`config.mk`:
```
export PLATFORM = sky130hd
export DESIGN_NAME = load_command_controller_core
export DESIGN_NICKNAME = d
export VERILOG_FILES = /design/src/hw/rtl/lcc_pkg.sv /design/src/hw/rtl/lcc_slots.sv /design/src/hw/rtl/lcc_ctrl.sv /design/src/hw/rtl/load_command_controller_core.sv
export SDC_FILE = /design/constraint.sdc
export NUM_CORES = 1
export LEC_CHECK = 0
export ABC_AREA = 1
export CORE_MARGIN = 4
export CORE_UTILIZATION = 50
export DETAILED_ROUTE_END_ITERATION = 10
export DONT_BUFFER_PORTS = 1
export GPL_ROUTABILITY_DRIVEN = 1
export HOLD_SLACK_MARGIN = 0.05
export SLEW_MARGIN = 0
export SYNTH_ARGS = -nofsm -noshare
export SYNTH_HDL_FRONTEND = slang
export SYNTH_HIERARCHICAL = 1
export SYNTH_SLANG_ARGS = --single-unit
export TNS_END_PERCENT = 1
```
`constraint.sdc`:
```
create_clock -name i_clk -period 15.4 [get_ports i_clk]
set_clock_uncertainty 0.05 [all_clocks]
set_input_delay 2.31 -clock i_clk [delete_from_list [all_inputs] [get_ports i_clk]]
set_output_delay 2.31 -clock i_clk [all_outputs]
set_load 0.01 [all_outputs]
```
`src/hw/rtl/lcc_pkg.sv`:
```
package lcc_pkg;

    localparam int LOAD_SLOTS = 4;
    localparam int MAX_ROWS   = 16;
    localparam int SLOT_W     = 2;
    localparam int ROW_W      = 4;
    localparam int CNT_W      = 5;

    localparam logic [1:0] CMD_LOAD = 2'd1;
    localparam logic [1:0] CMD_CFG  = 2'd2;

    localparam logic [1:0] FSM_IDLE = 2'd0;
    localparam logic [1:0] FSM_WAIT = 2'd1;
    localparam logic [1:0] FSM_SEND = 2'd2;

    localparam logic [CNT_W-1:0] ROWS_MAX = CNT_W'(MAX_ROWS);

    typedef enum logic [2:0] {
        PH_IDLE = 3'b001,
        PH_WAIT = 3'b010,
        PH_SEND = 3'b100
    } t_phase;

    typedef struct packed {
        logic [1:0]        cmd;
        logic              alloc_ready;
        logic [15:0]       alloc_id;
        logic              dma_ready;
        logic [CNT_W-1:0]  rows_to_read;
        logic [SLOT_W-1:0] cfg_slot;
        logic [31:0]       cfg_stride;
        logic [31:0]       cfg_scale;
        logic              cfg_shrink;
        logic [15:0]       cfg_block_stride;
        logic [7:0]        cfg_repeat;
        logic [SLOT_W-1:0] view_slot;
    } t_in;

    typedef struct packed {
        logic              head_ack;
        logic              alloc_request;
        logic              dma_valid;
        logic [15:0]       dma_id;
        logic [1:0]        fsm_now;
        logic [ROW_W-1:0]  row_now;
        logic              view_configured;
        logic [31:0]       view_stride;
        logic [31:0]       view_scale;
        logic              view_shrink;
        logic [15:0]       view_block_stride;
        logic [7:0]        view_repeat;
    } t_out;

    typedef struct packed {
        logic              head_ack;
        logic              alloc_request;
        logic              dma_valid;
        logic [15:0]       dma_id;
        logic [1:0]        fsm_now;
        logic [ROW_W-1:0]  row_now;
    } t_ctrl_out;

    typedef struct packed {
        logic              we;
        logic [SLOT_W-1:0] slot;
        logic [31:0]       stride;
        logic [31:0]       scale;
        logic              shrink;
        logic [15:0]       blk_pitch;
        logic [7:0]        repeat_cnt;
    } t_slot_wr;

    typedef struct packed {
        logic              configured;
        logic [31:0]       stride;
        logic [31:0]       scale;
        logic              shrink;
        logic [15:0]       blk_pitch;
        logic [7:0]        repeat_cnt;
    } t_view;

endpackage

```
`src/hw/rtl/lcc_slots.sv`:
```
module lcc_slots (
    input  logic                         i_clk,
    input  logic                         i_rst_n,
    input  lcc_pkg::t_slot_wr            i_wr,
    input  logic                         i_repeat_en,
    input  logic [lcc_pkg::SLOT_W-1:0]   i_view_slot,
    output lcc_pkg::t_view               o_view
);
    import lcc_pkg::*;

    logic        r_valid        [LOAD_SLOTS];
    logic [31:0] r_stride       [LOAD_SLOTS];
    logic [31:0] r_scale        [LOAD_SLOTS];
    logic        r_shrink       [LOAD_SLOTS];
    logic [15:0] r_blk_pitch    [LOAD_SLOTS];
    logic [7:0]  r_repeat       [LOAD_SLOTS];
    logic [7:0]  n_repeat;

    // zero repeat means one, feature off forces one
    always_comb begin
        if (!i_repeat_en) begin
            n_repeat = 8'd1;
        end else if (i_wr.repeat_cnt == 8'd0) begin
            n_repeat = 8'd1;
        end else begin
            n_repeat = i_wr.repeat_cnt;
        end
    end

    always_ff @(posedge i_clk) begin
        if (!i_rst_n) begin
            for (int i = 0; i < LOAD_SLOTS; i++) begin
                r_valid[i]        <= 1'b0;
                r_stride[i]       <= '0;
                r_scale[i]        <= '0;
                r_shrink[i]       <= 1'b0;
                r_blk_pitch[i]    <= '0;
                r_repeat[i]       <= 8'd1;
            end
        end else if (i_wr.we && (32'(i_wr.slot) < LOAD_SLOTS)) begin
            r_valid[i_wr.slot]        <= 1'b1;
            r_stride[i_wr.slot]       <= i_wr.stride;
            r_scale[i_wr.slot]        <= i_wr.scale;
            r_shrink[i_wr.slot]       <= i_wr.shrink;
            r_blk_pitch[i_wr.slot]    <= i_wr.blk_pitch;
            r_repeat[i_wr.slot]       <= n_repeat;
        end
    end

    always_comb begin
        o_view = '0;
        if (32'(i_view_slot) < LOAD_SLOTS) begin
            o_view.configured   = r_valid[i_view_slot];
            o_view.stride       = r_stride[i_view_slot];
            o_view.scale        = r_scale[i_view_slot];
            o_view.shrink       = r_shrink[i_view_slot];
            o_view.blk_pitch    = r_blk_pitch[i_view_slot];
            o_view.repeat_cnt   = i_repeat_en ? r_repeat[i_view_slot] : 8'd1;
        end
    end

endmodule

```
`src/hw/rtl/lcc_ctrl.sv`:
```
module lcc_ctrl (
    input  logic                 i_clk,
    input  logic                 i_rst_n,
    input  logic                 i_en,
    input  lcc_pkg::t_in         i_item,
    output lcc_pkg::t_ctrl_out   o_res,
    output lcc_pkg::t_slot_wr    o_slot_wr
);
    import lcc_pkg::*;

    t_phase            r_phase, n_phase;
    logic [ROW_W-1:0]  r_row, n_row;
    logic [15:0]       r_active_id, n_active_id;

    logic              idle;
    logic              allocating;
    logic              granted;
    logic              dma_valid;
    logic              fire;
    logic              ack;
    logic              last;
    logic [CNT_W-1:0]  count;
    logic [CNT_W-1:0]  row_inc;
    logic [1:0]        fsm_code;

    always_comb begin
        idle       = (r_phase == PH_IDLE);
        allocating = idle && (i_item.cmd == CMD_LOAD);
        granted    = allocating && i_item.alloc_ready;
        dma_valid  = granted || (r_phase == PH_WAIT) ||
                     ((r_phase == PH_SEND) && (r_row != '0));
        fire       = dma_valid && i_item.dma_ready;
        count      = (i_item.rows_to_read > ROWS_MAX) ? ROWS_MAX : i_item.rows_to_read;
        row_inc    = {1'b0, r_row} + CNT_W'(1);
        last       = (r_row == '0) ||
                     ((count != '0) && ({1'b0, r_row} == count - CNT_W'(1)) && fire);

        n_phase     = r_phase;
        n_active_id = r_active_id;
        ack         = 1'b0;

        if (idle && (i_item.cmd == CMD_CFG)) begin
            ack = 1'b1;
        end else if (granted) begin
            n_active_id = i_item.alloc_id;
            n_phase     = fire ? PH_SEND : PH_WAIT;
        end else if (r_phase == PH_WAIT) begin
            if (fire) begin
                n_phase = PH_SEND;
            end
        end else if (r_phase == PH_SEND) begin
            if (last) begin
                n_phase = PH_IDLE;
                ack     = 1'b1;
            end
        end

        if (fire) begin
            n_row = (row_inc >= count) ? '0 : row_inc[ROW_W-1:0];
        end else begin
            n_row = r_row;
        end

        case (r_phase)
            PH_IDLE: fsm_code = FSM_IDLE;
            PH_WAIT: fsm_code = FSM_WAIT;
            PH_SEND: fsm_code = FSM_SEND;
            default: fsm_code = FSM_IDLE;
        endcase
    end

    always_comb begin
        o_res.head_ack      = ack;
        o_res.alloc_request = allocating;
        o_res.dma_valid     = dma_valid;
        o_res.dma_id        = granted ? i_item.alloc_id : r_active_id;
        o_res.fsm_now       = fsm_code;
        o_res.row_now       = r_row;

        o_slot_wr.we           = i_en && idle && (i_item.cmd == CMD_CFG);
        o_slot_wr.slot         = i_item.cfg_slot;
        o_slot_wr.stride       = i_item.cfg_stride;
        o_slot_wr.scale        = i_item.cfg_scale;
        o_slot_wr.shrink       = i_item.cfg_shrink;
        o_slot_wr.blk_pitch    = i_item.cfg_block_stride;
        o_slot_wr.repeat_cnt   = i_item.cfg_repeat;
    end

    always_ff @(posedge i_clk) begin
        if (!i_rst_n) begin
            r_phase     <= PH_IDLE;
            r_row       <= '0;
            r_active_id <= '0;
        end else if (i_en) begin
            r_phase     <= n_phase;
            r_row       <= n_row;
            r_active_id <= n_active_id;
        end
    end

endmodule

```
`src/hw/rtl/load_command_controller_core.sv`:
```
// channel   valid         ready         payload
// input     i_in_valid    o_in_ready    i_item   (lcc_pkg::t_in)
// result    o_out_valid   i_out_ready   o_result (lcc_pkg::t_out)
// config    i_cfg_we      -             i_cfg_wdata (pixel repeat enable)
//
// one item per cycle unless the result stalls; an item passes from the input
// register through one combinational pass into the result register
// synchronous active-low reset: control idle, slots cleared, repeat enable on
// a stalled result holds the item in the input register and ready follows
// i_out_ready, so a full pipe keeps streaming while the result is taken
module load_command_controller_core (
    input  logic              i_clk,
    input  logic              i_rst_n,
    input  logic              i_in_valid,
    output logic              o_in_ready,
    input  lcc_pkg::t_in      i_item,
    output logic              o_out_valid,
    input  logic              i_out_ready,
    output lcc_pkg::t_out     o_result,
    input  logic              i_cfg_we,
    input  logic              i_cfg_wdata
);
    import lcc_pkg::*;

    logic       r_in_valid;
    t_in        r_in;
    logic       r_out_valid;
    t_out       r_out;
    logic       r_repeat_en;
    logic       adv;
    t_ctrl_out  ctrl_res;
    t_slot_wr   slot_wr;
    t_view      view;
    t_out       n_out;

    assign adv        = r_in_valid && (!r_out_valid || i_out_ready);
    assign o_in_ready = !r_in_valid || adv;

    always_ff @(posedge i_clk) begin
        if (!i_rst_n) begin
            r_in_valid <= 1'b0;
        end else if (o_in_ready) begin
            r_in_valid <= i_in_valid;
        end
    end

    always_ff @(posedge i_clk) begin
        if (o_in_ready && i_in_valid) begin
            r_in <= i_item;
        end
    end

    always_ff @(posedge i_clk) begin
        if (!i_rst_n) begin
            r_repeat_en <= 1'b1;
        end else if (i_cfg_we) begin
            r_repeat_en <= i_cfg_wdata;
        end
    end

    lcc_ctrl u_ctrl (
        .i_clk     (i_clk),
        .i_rst_n   (i_rst_n),
        .i_en      (adv),
        .i_item    (r_in),
        .o_res     (ctrl_res),
        .o_slot_wr (slot_wr)
    );

    lcc_slots u_slots (
        .i_clk       (i_clk),
        .i_rst_n     (i_rst_n),
        .i_wr        (slot_wr),
        .i_repeat_en (r_repeat_en),
        .i_view_slot (r_in.view_slot),
        .o_view      (view)
    );

    always_comb begin
        n_out.head_ack          = ctrl_res.head_ack;
        n_out.alloc_request     = ctrl_res.alloc_request;
        n_out.dma_valid         = ctrl_res.dma_valid;
        n_out.dma_id            = ctrl_res.dma_id;
        n_out.fsm_now           = ctrl_res.fsm_now;
        n_out.row_now           = ctrl_res.row_now;
        n_out.view_configured   = view.configured;
        n_out.view_stride       = view.stride;
        n_out.view_scale        = view.scale;
        n_out.view_shrink       = view.shrink;
        n_out.view_block_stride = view.blk_pitch;
        n_out.view_repeat       = view.repeat_cnt;
    end

    always_ff @(posedge i_clk) begin
        if (!i_rst_n) begin
            r_out_valid <= 1'b0;
        end else if (adv) begin
            r_out_valid <= 1'b1;
        end else if (i_out_ready) begin
            r_out_valid <= 1'b0;
        end
    end

    always_ff @(posedge i_clk) begin
        if (adv) begin
            r_out <= n_out;
        end
    end

    assign o_out_valid = r_out_valid;
    assign o_result    = r_out;

    a_alloc_only_idle: assert property (@(posedge i_clk) disable iff (!i_rst_n)
        (o_out_valid && o_result.alloc_request) |-> (o_result.fsm_now == FSM_IDLE))
        else $error("allocation request outside idle");

    a_idle_dma_needs_alloc: assert property (@(posedge i_clk) disable iff (!i_rst_n)
        (o_out_valid && o_result.dma_valid && (o_result.fsm_now == FSM_IDLE))
        |-> o_result.alloc_request)
        else $error("dma request from idle without allocation");

    a_send_row_zero_acks: assert property (@(posedge i_clk) disable iff (!i_rst_n)
        (o_out_valid && (o_result.fsm_now == FSM_SEND) && (o_result.row_now == '0))
        |-> (o_result.head_ack && !o_result.dma_valid))
        else $error("send phase at row zero did not finish");

    a_reset_empties: assert property (@(posedge i_clk)
        !i_rst_n |=> (!o_out_valid && o_in_ready))
        else $error("pipeline not empty after reset");

endmodule
```
; Yosys cells after proc, flatten, opt, wreduce, memory -nomap -nowiden
; Memories as Yosys holds them, arrays and structs flattened. A register that Yosys moved wholly into a read port is not among the register bits.
; Index checks and enable logic that the tools add are counted.
[classes]
n_addsub = 2
eq_ne = 7
n_bitwise = 1
mux = 40
reduce_logical = 35
n_lt_le_gt_ge = 2
[ops]
columns = operator, n
row1 = $mux W32, 2
row2 = $reduce_or A32 Y1, 2
row3 = $mux W16, 2
row4 = $mux W8, 3
row5 = $mux W1, 18
row6 = $mux W3, 6
row7 = $reduce_or A16 Y1, 1
row8 = $mux W2, 6
row9 = $logic_and A1 B1 Y1, 11
row10 = $logic_not A8 Y1, 1
row11 = $reduce_or A8 Y1, 1
row12 = $reduce_bool A3 Y1, 2
row13 = $add A4 B1 Y5 const B, 1
row14 = $eq A4 B5 Y1, 1
row15 = $ge A5 B5 Y1, 1
row16 = $gt A5 B5 Y1 const B, 1
row17 = $logic_or A1 B1 Y1, 5
row18 = $mux W5, 1
row19 = $reduce_and A5 Y1, 1
row20 = $reduce_bool A5 Y1, 1
row21 = $sub A5 B1 Y5 const B, 1
row22 = $logic_not A4 Y1, 1
row23 = $mux W4, 1
row24 = $pmux W2 S2, 1
row25 = 12 further kinds, 16
[totals]
output_inout_bits = 117
n_memories = 6
in_bits = 124
reg_bits = 169
ramBits = 360
[memory_table]
columns = memory, depth, word_bits, read_ports, rd_clocked_by_memory_dff, wr, line_no
row1 = u_slots.r_scale, 4, 32, 1, 1, 4, lcc_slots.sv:13  ; logic [31:0] r_scale [LOAD_SLOTS];
row2 = u_slots.r_stride, 4, 32, 1, 1, 4, lcc_slots.sv:12  ; logic [31:0] r_stride [LOAD_SLOTS];
row3 = u_slots.r_blk_pitch, 4, 16, 1, 1, 4, lcc_slots.sv:15  ; logic [15:0] r_blk_pitch [LOAD_SLOTS];
row4 = u_slots.r_repeat, 4, 8, 1, 1, 4, lcc_slots.sv:16  ; logic [7:0] r_repeat [LOAD_SLOTS];
row5 = u_slots.r_shrink, 4, 1, 1, 1, 4, lcc_slots.sv:14  ; logic r_shrink [LOAD_SLOTS];
row6 = u_slots.r_valid, 4, 1, 1, 1, 4, lcc_slots.sv:11  ; logic r_valid [LOAD_SLOTS];

; Depth between registers and ports, before layout
[depth]
depth_word = 12
mapped_depth = 14
ltp_nobuf = 14

; Modules after synthesis
; The synthesis kept the hierarchy.
[by_module_without_submodules]
columns = module, n_inst, seq_area_each_um2, cells_each, area_per_inst_um2
row1 = lcc_slots, 1, 10750.3, 1525, 15746.4
row2 = load_command_controller_core, 1, 7056.8, 250, 7125.6
row3 = lcc_ctrl, 1, 460.4, 333, 2258.4

; Least setup slack after synthesis
; OpenSTA, ideal clock, no wires.
[synth_path]
path_type = input to register
from = input port i_out_ready
to = memory u_slots.r_blk_pitch[1][0], enable pin
stages = 9
arrival_time_ns = 11.017
path_buffers = 1
setup_slack_ns = 3.883
setup_ns = 0.449
cell_sequence = inv_1 a21oi_1 inv_1 nor2_1 nand2_1 nor2_1 nand2_2 buf_2 nand2_1
[synth_lines]
columns = item, line_no
row1 = start: declaration, load_command_controller_core.sv:18  ; input logic i_out_ready,
row2 = end: declaration, lcc_slots.sv:15

==> reports/qor.txt <==
RSZ-0062 raised after global routing: false
Fraction of registers with async set/reset: 0
Pre-Repair DR Iteration Count: 5
Synth Flop Type: edfxtp_1
CTS tree: done
Core Area: 0.0494 sq mm
Most common cell after layout, fill and taps aside: edfxtp_1
Highest-count cells in the layout ignoring fill and taps: edfxtp_1 (587), nor2_1 (523), o21ai_0 (227)
Post-synth EDFFs: 587
Final setup TNS: 0 ns
Post-cts sizing count: 0
DRT iter0 DRCs: 1,000
Setup violators final: 0
Via count: 14,200
Starting Density: 0.509
Worst skew pair latency: 0.58 ns
Leakage: 10.1 nW
Max stage delay on crit path: 0.73 ns
Share of cells above drive strength 1: 0.0640
Slew @ Worst Pin: 1.22 ns
Hold Path Origin: u_slots/r_valid[0]
Worst path bufs/invs: 3
Worst slack, placed: 9.68 ns
Post-Place Cells: 2,577
Fmax: 199 MHz
CTS hold repair buffers: 0
Syn Std Cell Area: 0.0251 sq mm
Initial antenna violation count: 4
CP delay by family, top: simple AND/OR/NAND/NOR gates
Fin util: 0.546
Crit path capture type: flip-flop
Worst-path clk slew: 0.05 ns
Startpoint type of the worst setup path: input port
Mean post-synth cell area: 11.9 sq um
Most frequent CP cell: nand2_4
Final hold viol count: 0
IO Pins: 241
WS Path Type: input port to flip-flop
CTS root buffer: clkbuf_16
Rel. slew slack: 0.190
Period utilization: 0.327
Synth Warn #: 6
Final Slew Violations: 0
Ordered cell list for the critical path: inv_1 > a21oi_4 > inv_1 > nor2_1 > nand2_4 > nor2_1 > nand2_4 > nand2_4 > buf_4
Vias in the first global route: 14,100
CP Data Required Time: 15.54 ns
Synth Net Count: 2,240
Instance count on the critical path: 9
Final net count: 2,113
Tmin final: 5.04 ns
Post CTS Setup Buffer Count: 0
R2R depth: 9
Post-route worst setup slack: 10.36 ns
Global-route wire length before repair: 80,800 um
Filler cells: 4,179
Placer congestion estimate: 0.768
Longest Clk Path Bufs: 3
Min-Delay Path Class: flip-flop to flip-flop
Area delta synth->final: 7.16%
Critical-path maximum fanout: 77
Gr ovfl total: 0
CP Data Arrival Time: 5.18 ns
Final WL: 52,700 um
Worst vdd rail ir drop: 119 uV
Worst r2r src: u_ctrl/r_phase[0]
CTS H-tree depth: 3
WHS Path Cells: 2
Post-synthesis cell type count: 33
DR WL/cell: 19.5 um
Syn Inst Count: 2,108
Slowest cell on crit path: buf_4
I/O Buffers: 0
Total power: 3.65 mW
Die W: 232 um
PD cells: 135 mW/mm^2
Synth Register Bits: 619
ANT nets after route: 0
Die Height: 232 um
Clock sink count: 619
Seq/Total Area, Yosys: 0.727
Crit. Startpoint: i_out_ready
Total Die Area: 0.0539 sq mm
DRC: 0
Finished Layout Cells: 2,699
Status: complete, no violations
GRT Total Usage: 0.194
FP Rows: 81
Vias per cell: 5.27
Num CTS Buffers: 66
DP HPWL: 28,200 um
Largest net degree at the start of global routing: 179
Max Cap Viol: 0
worst paths after layout:
path	to	slack, ns
setup / recovery	u_slots/r_blk_pitch[0][5]	10.36
hold / removal	u_slots/r_valid[0]	0.41
setup reg to reg	u_slots/r_blk_pitch[0][5]	11.51
hold reg to reg	u_slots/r_valid[0]	0.41
flip-flops by register name, summed over array words and instances (netlist names):
name and cells:
o_out_valid 1, o_result 115, r_in 118, r_in_valid 1, r_repeat_en 1, u_ctrl/r_active_id 16
u_ctrl/r_phase 3, u_ctrl/r_row 4, u_slots/r_blk_pitch 64, u_slots/r_repeat 32, u_slots/r_scale 128, u_slots/r_shrink 4
u_slots/r_stride 128, u_slots/r_valid 4
per-stage QoR:
step,cell area [sq um],hold slack (ns)
detailed placement,24800,0.396
finish,26900,0.406
global placement,24800,0.389
global route,26900,0.422
CTS,26900,0.406
floorplan,25100,0.353
worst min-delay path, stage by stage, from the launching register on:
cell and delay (ns):
dfxtp_1 0.30, inv_1 0.05, o21ai_0 0.06
cells by family after synthesis:
logic type      Yosys count  share of synthesized area
xor+xnor                  5                    0.00174
compound gates          319                     0.0640
fa+ha+maj                 8                    0.00398
flops                   619                      0.727
simple gates            759                      0.123
buf+inv                 398                     0.0802
where the power goes:
group | internal (mW) | switching (mW) | leakage, nW
clock | 0.901 | 0.613 | 1.02
sequential | 1.93 | 0.0356 | 6.13
combinational | 0.0354 | 0.131 | 2.92
area by class of cell:
type / instances / area (sq um) / share of cell area
clock buffer: 89 / 1870 / 0.0696
multi-input combinational: 1091 / 4910 / 0.182
inverter: 190 / 726 / 0.0269
timing repair buffer: 13 / 110 / 0.00409
tap: 664 / 831 / 0.0309
antenna: 4 / 10.0 / 0.000372
sequential: 619 / 18300 / 0.678
clock inverter: 29 / 204 / 0.00757
cell usage after synthesis, types with 5 or more instances:
cell        n  area, sq um
a21oi_1    33          165
buf_2      66          330
buf_4     104          781
buf_6       6         67.6
clkbuf_1   32          120
dfxtp_1    32          641
edfxtp_1  587        17600
ha_1        8          100
inv_1     182          683
inv_2       6         22.5
nand2_1   104          390
nand2_2     5         31.3
nand3_1    34          170
nor2_1    523         1960
nor3_1     80          400
o21ai_0   227         1140
o21ai_1    55          275
layer usage:
| layer | track usage | part of all wire | routed length [um] |
|---|---|---|---|
| met1 | 0.264 | 0.43 | 22800 |
| met2 | 0.320 | 0.49 | 25700 |
| met3 | 0.0410 | 0.061 | 3190 |
| met4 | 0.0570 | 0.019 | 992 |
| met5 | 0 | 0 | 0 |
Power figures use the tool's default switching activity.
